[config.mk]
export PLATFORM = sky130hd
export DESIGN_NAME = sbus_frame_receiver_top
export DESIGN_NICKNAME = d
export VERILOG_FILES = /design/src/sfr_pkg.sv /design/src/sfr_ram.sv /design/src/sbus_frame_receiver_top.sv
export SDC_FILE = /design/constraint.sdc
export NUM_CORES = 1
export LEC_CHECK = 0
export ABC_AREA = 0
export BUFFER_PORTS_ARGS = -buffer_cell sky130_fd_sc_hd__buf_2
export CORE_ASPECT_RATIO = 1.5
export CORE_MARGIN = 2
export CORE_UTILIZATION = 40
export CTS_BUF_LIST = sky130_fd_sc_hd__clkbuf_8
export DETAILED_ROUTE_END_ITERATION = 12
export HOLD_SLACK_MARGIN = 0.15
export PLACE_DENSITY = 0.56
export SLEW_MARGIN = 20
export SYNTH_ARGS = -nofsm -noshare
export SYNTH_HDL_FRONTEND = slang
export SYNTH_SLANG_ARGS = --single-unit
[constraint.sdc]
create_clock -name clk -period 3.8 [get_ports clk]
set_clock_uncertainty 0.2 [all_clocks]
set_input_delay 0.19 -clock clk [delete_from_list [all_inputs] [get_ports clk]]
set_output_delay 0.19 -clock clk [all_outputs]
set_load 0.005 [all_outputs]
[src/sfr_pkg.sv]
// sfr_pkg: shared constants and types for the sbus frame receiver
// no dependencies; imported by the frame receiver top level and its checker
`default_nettype none

package sfr_pkg;

  // frame layout
  localparam int unsigned FRAME_BYTES    = 25;
  localparam int unsigned NUM_CHANNELS   = 16;
  localparam int unsigned CHAN_BITS      = 11;
  localparam int unsigned FIRST_DATA_IDX = 1;
  localparam int unsigned LAST_DATA_IDX  = 22;

  // field widths
  localparam int unsigned BYTE_W  = 8;
  localparam int unsigned COUNT_W = 5;
  localparam int unsigned INDEX_W = 4;
  localparam int unsigned ACC_W   = 18;
  localparam int unsigned OUT_TDATA_W = 16;

  // frame store: two banks so one frame can be unpacked while the next arrives
  localparam int unsigned STORE_BANKS = 2;
  localparam int unsigned STORE_DEPTH = STORE_BANKS * (1 << COUNT_W);

  // register reset values
  localparam logic [BYTE_W-1:0] START_MARKER_RST = 8'h0F;
  localparam logic [BYTE_W-1:0] END_MARKER_RST   = 8'h00;

  // register indexes on the config port
  typedef enum logic {
    REG_START_MARKER = 1'b0,
    REG_END_MARKER   = 1'b1
  } sfr_reg_t;

endpackage

`default_nettype wire

[src/sfr_ram.sv]
// sfr_ram: generic simple dual-port ram, one write port, one registered read port
// no dependencies
`default_nettype none

module sfr_ram #(
  parameter int unsigned WIDTH = 8,
  parameter int unsigned DEPTH = 64
) (
  input  wire logic                     clk,
  input  wire logic                     we,
  input  wire logic [$clog2(DEPTH)-1:0] waddr,
  input  wire logic [WIDTH-1:0]         wdata,
  input  wire logic                     re,
  input  wire logic [$clog2(DEPTH)-1:0] raddr,
  output logic      [WIDTH-1:0]         rdata
);

  logic [WIDTH-1:0] mem [DEPTH];

  always_ff @(posedge clk) begin
    if (we) begin
      mem[waddr] <= wdata;
    end
    if (re) begin
      rdata <= mem[raddr];
    end
  end

endmodule

`default_nettype wire

[src/sbus_frame_receiver_top.sv]
// sbus_frame_receiver_top: 25-byte frame collector and 16-channel 11-bit unpacker
// depends on sfr_pkg and sfr_ram
//
// input: one byte per cycle; tready drops only when a frame-closing byte arrives while the
//   previous frame is still being unpacked, so a good frame closes only once that is done
// output: after the closing byte, channel beats leave through the output register as 11 bits
//   gather from the registered store read, and hold while out_tready is low (a byte is
//   fetched only while fewer than 11 bits are on hand)
// reset: synchronous active low; clears framing and decoder control, the store is not cleared
`default_nettype none

module sbus_frame_receiver_top (
  input  wire logic        clk,
  input  wire logic        rst_n,

  // input stream
  input  wire logic        in_tvalid,
  output logic             in_tready,
  input  wire logic [7:0]  in_tdata,   // [7:0] rx_byte
  input  wire logic [0:0]  in_tuser,   // [0] overrun

  // result stream
  output logic             out_tvalid,
  input  wire logic        out_tready,
  output logic      [15:0] out_tdata,  // [3:0] channel_index, [14:4] channel_value, [15] zero
  output logic             out_tlast,  // last_channel

  // config port
  input  wire logic        cfg_psel,
  input  wire logic        cfg_penable,
  input  wire logic        cfg_pwrite,
  input  wire logic [2:0]  cfg_paddr,
  input  wire logic [31:0] cfg_pwdata,
  output logic      [31:0] cfg_prdata,
  output logic             cfg_pready
);

  import sfr_pkg::*;

  // config registers
  logic [BYTE_W-1:0] start_marker_r;
  logic [BYTE_W-1:0] end_marker_r;
  sfr_reg_t          cfg_reg;
  logic              cfg_wr;

  // framing state
  logic               in_frame_r, in_frame_nxt;
  logic [COUNT_W-1:0] count_r, count_nxt;
  logic               wr_bank_r;

  // decoder state
  logic               busy_r, busy_nxt;
  logic               rd_bank_r;
  logic               pend_r;
  logic [COUNT_W-1:0] rd_idx_r;
  logic [ACC_W-1:0]   acc_r, acc_nxt;
  logic [COUNT_W-1:0] bits_r, bits_nxt;
  logic [INDEX_W-1:0] ch_r;

  // output register
  logic                  out_valid_r;
  logic [CHAN_BITS-1:0]  out_value_r;
  logic [INDEX_W-1:0]    out_index_r;
  logic                  out_last_r;

  // input beat decode
  logic               in_fire;
  logic [BYTE_W-1:0]  rx_byte;
  logic               overrun;
  logic               cont;
  logic               opening;
  logic               closing;
  logic               good_frame;
  logic [COUNT_W-1:0] cnt_eff;
  logic [COUNT_W-1:0] cnt_inc;

  // decoder step
  logic               emit;
  logic               issue;
  logic [COUNT_W:0]   committed;
  logic [COUNT_W-1:0] bits_post;
  logic [ACC_W-1:0]   acc_post;
  logic [BYTE_W-1:0]  rd_data;

  // ---------------------------------------------------------------- config port
  assign cfg_pready = 1'b1;
  assign cfg_reg    = sfr_reg_t'(cfg_paddr[2]);
  assign cfg_wr     = cfg_psel && cfg_penable && cfg_pwrite && cfg_pready;

  always_ff @(posedge clk) begin
    if (!rst_n) begin
      start_marker_r <= START_MARKER_RST;
      end_marker_r   <= END_MARKER_RST;
    end else if (cfg_wr) begin
      case (cfg_reg)
        REG_START_MARKER: start_marker_r <= cfg_pwdata[BYTE_W-1:0];
        REG_END_MARKER:   end_marker_r   <= cfg_pwdata[BYTE_W-1:0];
        default: ;
      endcase
    end
  end

  always_comb begin
    case (cfg_reg)
      REG_START_MARKER: cfg_prdata = {{(32-BYTE_W){1'b0}}, start_marker_r};
      REG_END_MARKER:   cfg_prdata = {{(32-BYTE_W){1'b0}}, end_marker_r};
      default:          cfg_prdata = '0;
    endcase
  end

  // ---------------------------------------------------------------- framing
  // hold off a closing byte while the other bank is still being unpacked
  assign in_tready = !(busy_r && in_frame_r && (count_r == COUNT_W'(FRAME_BYTES - 1)));
  assign in_fire   = in_tvalid && in_tready;
  assign rx_byte   = in_tdata;
  assign overrun   = in_tuser[0];

  // an overrun drops the partial frame before the byte is looked at
  assign cont       = in_frame_r && !overrun;
  assign opening    = cont || (rx_byte == start_marker_r);
  assign cnt_eff    = cont ? count_r : '0;
  assign cnt_inc    = cnt_eff + COUNT_W'(1);
  assign closing    = opening && (cnt_inc == COUNT_W'(FRAME_BYTES));
  assign good_frame = in_fire && closing && (rx_byte == end_marker_r);

  always_comb begin
    in_frame_nxt = in_frame_r;
    count_nxt    = count_r;
    if (in_fire) begin
      if (opening && !closing) begin
        in_frame_nxt = 1'b1;
        count_nxt    = cnt_inc;
      end else begin
        in_frame_nxt = 1'b0;
        count_nxt    = '0;
      end
    end
  end

  always_ff @(posedge clk) begin
    if (!rst_n) begin
      in_frame_r <= 1'b0;
      count_r    <= '0;
      wr_bank_r  <= 1'b0;
    end else begin
      in_frame_r <= in_frame_nxt;
      count_r    <= count_nxt;
      // a good frame hands its bank to the decoder
      if (good_frame) begin
        wr_bank_r <= !wr_bank_r;
      end
    end
  end

  // ---------------------------------------------------------------- frame store
  sfr_ram #(
    .WIDTH (BYTE_W),
    .DEPTH (STORE_DEPTH)
  ) u_store (
    .clk   (clk),
    .we    (in_fire && opening),
    .waddr ({wr_bank_r, cnt_eff}),
    .wdata (rx_byte),
    .re    (issue),
    .raddr ({rd_bank_r, rd_idx_r}),
    .rdata (rd_data)
  );

  // ---------------------------------------------------------------- unpacker
  // bytes 1..22 are read in order into a bit accumulator, lsb first;
  // a channel leaves whenever 11 bits are on hand and the output slot is free
  assign emit = busy_r && (bits_r >= COUNT_W'(CHAN_BITS)) && (!out_valid_r || out_tready);

  assign bits_post = emit ? bits_r - COUNT_W'(CHAN_BITS) : bits_r;
  assign acc_post  = emit ? (acc_r >> CHAN_BITS) : acc_r;

  // bits held or on their way, after this cycle's channel leaves
  assign committed = {1'b0, bits_post} + (pend_r ? (COUNT_W+1)'(BYTE_W) : '0);
  assign issue     = busy_r && (rd_idx_r <= COUNT_W'(LAST_DATA_IDX))
                     && (committed < (COUNT_W+1)'(CHAN_BITS));

  always_comb begin
    acc_nxt  = acc_post;
    bits_nxt = bits_post;
    if (pend_r) begin
      acc_nxt  = acc_post | (ACC_W'(rd_data) << bits_post);
      bits_nxt = bits_post + COUNT_W'(BYTE_W);
    end
    busy_nxt = busy_r;
    if (emit && (ch_r == INDEX_W'(NUM_CHANNELS - 1))) begin
      busy_nxt = 1'b0;
    end
  end

  always_ff @(posedge clk) begin
    if (!rst_n) begin
      busy_r <= 1'b0;
      pend_r <= 1'b0;
    end else if (good_frame) begin
      // accepted closing bytes only arrive while the decoder is idle
      busy_r <= 1'b1;
      pend_r <= 1'b0;
    end else begin
      busy_r <= busy_nxt;
      pend_r <= issue;
    end
  end

  always_ff @(posedge clk) begin
    if (good_frame) begin
      rd_bank_r <= wr_bank_r;
      rd_idx_r  <= COUNT_W'(FIRST_DATA_IDX);
      bits_r    <= '0;
      acc_r     <= '0;
      ch_r      <= '0;
    end else begin
      acc_r  <= acc_nxt;
      bits_r <= bits_nxt;
      if (issue) begin
        rd_idx_r <= rd_idx_r + COUNT_W'(1);
      end
      if (emit) begin
        ch_r <= ch_r + INDEX_W'(1);
      end
    end
  end

  // ---------------------------------------------------------------- output register
  always_ff @(posedge clk) begin
    if (!rst_n) begin
      out_valid_r <= 1'b0;
    end else if (emit) begin
      out_valid_r <= 1'b1;
    end else if (out_tready) begin
      out_valid_r <= 1'b0;
    end
  end

  always_ff @(posedge clk) begin
    if (emit) begin
      out_value_r <= acc_r[CHAN_BITS-1:0];
      out_index_r <= ch_r;
      out_last_r  <= (ch_r == INDEX_W'(NUM_CHANNELS - 1));
    end
  end

  assign out_tvalid = out_valid_r;
  assign out_tdata  = {{(OUT_TDATA_W - CHAN_BITS - INDEX_W){1'b0}}, out_value_r, out_index_r};
  assign out_tlast  = out_last_r;

endmodule

`default_nettype wire

==> run summary <==
The flow ran to the end, and the final reports show no timing, DRC or antenna violations. In this run the biggest area consumer among cell types represents 65.35% of the synthesized area. For this run, the share of the core covered by cells in the final layout is 46.36%.

The internal portion of the total power is 10.20 mW. The run gives 3 as the buffer depth of the longest clock path. In this run the worst setup path begins at start_marker_r[7]$_SDFFE_PN0P_. Summed over all cells, the static leakage comes to 9.175 nW.

The tools report the initial antenna violation count as 4. The fraction of the yosys area taken by sequential cells is 70.06%, and the length in cells of the worst reg-to-reg path is 8. STA classifies the critical path endpoint as a flip-flop. The tools report the site row count as 111. The startpoint type of the worst setup path is a flip-flop.

The min-delay analysis places its worst path in the category flip-flop to flip-flop. Area of the core: 61,110 µm². For the highest ir drop seen on vdd, the log shows 0.0002424 V. Measured along the y axis, the die boundary spans 308.2 µm. The area of all placed cells without fillers is 28,330 µm², and the worst endpoint required time is 3.96 ns. Once the clock tree was built, the resizer swapped 0 gates to a different size. For this block, wires on met1 add up to 22.59 mm. The post-route clock period utilization was 90.46%. The slew at the pin closest to its max-slew limit works out to 0.8398 ns.

Once the clock tree was built, the setup fixing pass inserted 0 buffers. Area of the mapped netlist: 24,670 µm². Static timing analysis puts the maximum clock frequency at 290.9 MHz. Once detail routing completed, the nets flagged for antenna violations numbered 0. Summing over every cut layer, the via total after detailed routing is 13,362.

The die covers 63,730 µm². The growth of design area from synthesis to finish is 14.83%, and the CTS H-tree depth is 3. Of all nets on the critical path, the largest fanout is 8.

Top-level port count: 103. The post-DP HPWL came out at 39.95 mm. Among all stages on the critical path, the largest delay is contributed by sky130_fd_sc_hd__dlygate4sd3_1.

The worst-skew pair later-pin latency is 0.67 ns, and the number of instances in the placed design is 2,228. The run gives 595 as the number of clock sinks seen by CTS. The number of slew-limit violations in the final report is 0.

Of all cell types, the one taking the most synthesized area is sky130_fd_sc_hd__edfxtp_1. After routing, the total negative slack on setup checks comes to 0 ns. The congestion estimate from routability-driven global placement came to 0.8418. The detailed router used layers up to and including met4.

The number of hold-slack violations in the final timing report came out at 0. Dividing the detail-routed via count by the number of cells gives 5.478. The hold buffer count at CTS is 51.

Global routing used 19.67% of the available tracks across all layers. In the synthesized netlist the dominant register cell turns out to be sky130_fd_sc_hd__edfxtp_1. The tools report the area of placed instances as 26,240 µm².

Counting I/O delays and the setup requirement, the final critical path takes 3.437 ns. The first global-routing pass estimated 90.94 mm of wire. The detailed-routing iteration count for the pre-antenna-repair pass was 5; the share of flip-flops with an asynchronous set or reset was 0%. The root buffer cell is sky130_fd_sc_hd__clkbuf_8. Number of buffer and inverter instances along the worst setup path: 2. For this configuration, the core starts out at a cell density of 40.38%. The critical register-to-register path endpoint is u_store.mem[0][5]$_DFFE_PP_.

For the part of the power in registers, the log shows 53.6%. The number of warnings issued by yosys was 0. TritonCTS built the clock tree. The total routed wirelength came out at 60.95 mm. The cell class contributing the biggest share of worst-path delay was simple AND/OR/NAND/NOR gates.

For the count of cell types in the netlist, the log shows 74. The average routed wire per standard cell was 24.99 µm; the final net count was 1,634. The number of synthesized flops with an enable pin works out to 537. Buffers inserted during clock tree synthesis total 86.

Post-synthesis register bit count: 595. The cell count after synthesis came out at 1,382. The commonest cells after synthesis are sky130_fd_sc_hd__edfxtp_1, sky130_fd_sc_hd__mux4_2, sky130_fd_sc_hd__nor2_1, sky130_fd_sc_hd__nand2_1, sky130_fd_sc_hd__dfxtp_1. The tools report the net switching power of the design as 3.334 mW.

For the number of global-route vias before repair, the log shows 13,966. Summed over all nets, wire length on met2 after detailed routing comes to 34.37 mm. The post-synthesis average cell area was 17.85 µm².

The tools report the starting DRC count in detailed routing as 1,081. Net switching is 24.63% of the power. STA puts the critical path data arrival time at 3.60 ns. The tools report the final-layout fill cell count as 5,294. Setup violations remaining at the end of the flow were counted as 0. The biggest cell delay along the critical path works out to 0.66 ns. The cell count of the worst hold path was 0; the overall power was 13.53 mW. For the met3 wirelength from detailed routing, the log shows 2.431 mm. Of the cells placed in the final design, the portion with a size suffix greater than 1 is 27.38%. Width of the die: 206.8 µm.

The critical path is of the flip-flop to flip-flop type. The setup slack at placement is 0.6897 ns, and the post-route non-filler standard cell count is 2,439. Sorting the synthesized cells by area gives the leading types as sky130_fd_sc_hd__edfxtp_1, sky130_fd_sc_hd__mux4_2, sky130_fd_sc_hd__dfxtp_1. Of the total power, combinational logic draws 11.7%. Across all register-to-register paths, the minimum setup slack is 0.36 ns. Global routing finished with a remaining overflow of 0. After layout, the worst setup slack is 0.3626 ns. In this run the tightest slew margin relative to its limit is 43.81%. Setup repair after global routing left no endpoint under its margin. Entering global routing, the biggest net connects 66 pins. Buffers placed on the I/O ports in this run total 50. Per report_power, the clock group accounts for 34.8% of the total. The total power per unit cell area was 477.6 nW/µm²; the post-CTS clock slew at the launch and capture registers of the worst setup and hold paths was 0.07 ns. The run gives 0 as the number of maximum-capacitance violations. The launch point of the worst hold path was acc_r[4]$_SDFF_PP0_. Final hold analysis gives a worst-case slack of 0.2289 ns.

The worst register-to-register path begins at start_marker_r[7]$_SDFFE_PN0P_. The dominant cell by count in the synthesized netlist is sky130_fd_sc_hd__edfxtp_1. The signal on the critical path passes through xor2_1 -> nor4_1 -> dlygate4sd3_1 -> nand2_1 -> o21ai_0 -> nand3_1 -> nor2_1 -> buf_4.

Worst hold endpoint: out_value_r[4]$_DFFE_PP_. The number of design rule violations left after detail routing came out at 0.
cells by family (layout without fill, tap and decap cells):
logic type	count (synthesis)	count (layout)	synth area share [%]
DFF	595	595	70.06
buffers and inverters	123	364	2.566
other	2	27	0.03044
adders and majority gates	7	7	0.3550
xor gates and xnor gates	25	25	0.9483
AOI/OAI and AO/OA	137	137	3.966
muxes	196	196	16.57
and+or+nand+nor	297	297	5.502
routing by layer:
layer  up-vias  track usage [%]
li1       5894                -
met1      7014            22.78
met2       357            37.15
met3        97            2.747
met4         0            5.987
met5         -                0
sequential cells by signal, indices dropped and copies added (netlist names):
signal,cells
out_value_r,11
in_frame_r,1
out_tlast,1
wr_bank_r,1
u_store.rdata,8
u_store.mem,512
ch_r,4
start_marker_r,8
end_marker_r,8
pend_r,1
acc_r,18
out_index_r,4
rd_idx_r,5
count_r,5
busy_r,1
out_tvalid,1
rd_bank_r,1
bits_r,5
cell type report:
type	instances	area (µm²)	share of cell area, %
inverter	16	60.06	0.2120
tap	791	989.7	3.493
clock inverter	67	309.0	1.091
clock buffer	92	1266	4.469
multi-input combinational	688	6850	24.18
sequential	595	17300	61.04
antenna	1	2.502	0.008832
timing repair buffer	189	1559	5.503
how the worst max path moves through the flow:
stage | cells past startpoint | to | slack, ns
detailed placement | 4 | u_store.rdata[1]$_DFFE_PP_ | 0.69
finish | 8 | u_store.mem[0][5]$_DFFE_PP_ | 0.36
global placement | 4 | u_store.rdata[6]$_DFFE_PP_ | 0.71
CTS | 8 | u_store.mem[0][0]$_DFFE_PP_ | 0.28
global route | 8 | u_store.mem[24][6]$_DFFE_PP_ | 0.19
floorplan | 5 | u_store.rdata[4]$_DFFE_PP_ | 0.86
cells in the final DEF, fill, tap and decap left out, types with 4 or more instances in the layout:
cell,count
sky130_fd_sc_hd__o21ai_0,16
sky130_fd_sc_hd__a32oi_1,5
sky130_fd_sc_hd__nor3_1,7
sky130_fd_sc_hd__xor2_1,20
sky130_fd_sc_hd__dfxtp_1,55
sky130_fd_sc_hd__mux2i_1,11
sky130_fd_sc_hd__nor2_1,115
sky130_fd_sc_hd__nor2b_1,11
sky130_fd_sc_hd__clkinvlp_4,4
sky130_fd_sc_hd__dlygate4sd3_1,51
sky130_fd_sc_hd__buf_2,50
sky130_fd_sc_hd__a21oi_1,38
sky130_fd_sc_hd__nand2_1,82
sky130_fd_sc_hd__a211oi_1,8
sky130_fd_sc_hd__nor4_1,7
sky130_fd_sc_hd__and2_1,8
sky130_fd_sc_hd__a31oi_1,10
sky130_fd_sc_hd__o22a_1,5
sky130_fd_sc_hd__edfxtp_1,537
sky130_fd_sc_hd__mux4_2,168
sky130_fd_sc_hd__buf_12,11
sky130_fd_sc_hd__clkinv_1,18
sky130_fd_sc_hd__nand2b_1,9
sky130_fd_sc_hd__nand4_1,9
sky130_fd_sc_hd__clkinv_2,13
sky130_fd_sc_hd__or3_1,6
sky130_fd_sc_hd__mux2_2,16
sky130_fd_sc_hd__a22oi_1,5
sky130_fd_sc_hd__clkbuf_8,92
sky130_fd_sc_hd__and3_1,4
sky130_fd_sc_hd__or2_2,4
sky130_fd_sc_hd__inv_1,45
sky130_fd_sc_hd__conb_1,26
sky130_fd_sc_hd__buf_4,77
sky130_fd_sc_hd__nand3_1,20
sky130_fd_sc_hd__ha_1,7
power groups by stage:
stage / Combinational, mW / Sequential [mW] / Clock (mW)
floorplan: 1.10 / 7.32 / 0
global placement: 1.56 / 7.39 / 0
detailed placement: 1.57 / 7.39 / 0
CTS: 1.61 / 7.25 / 4.84
global route: 1.70 / 7.26 / 5.09
finish: 1.58 / 7.25 / 4.70
Power figures use the tool's default switching activity.
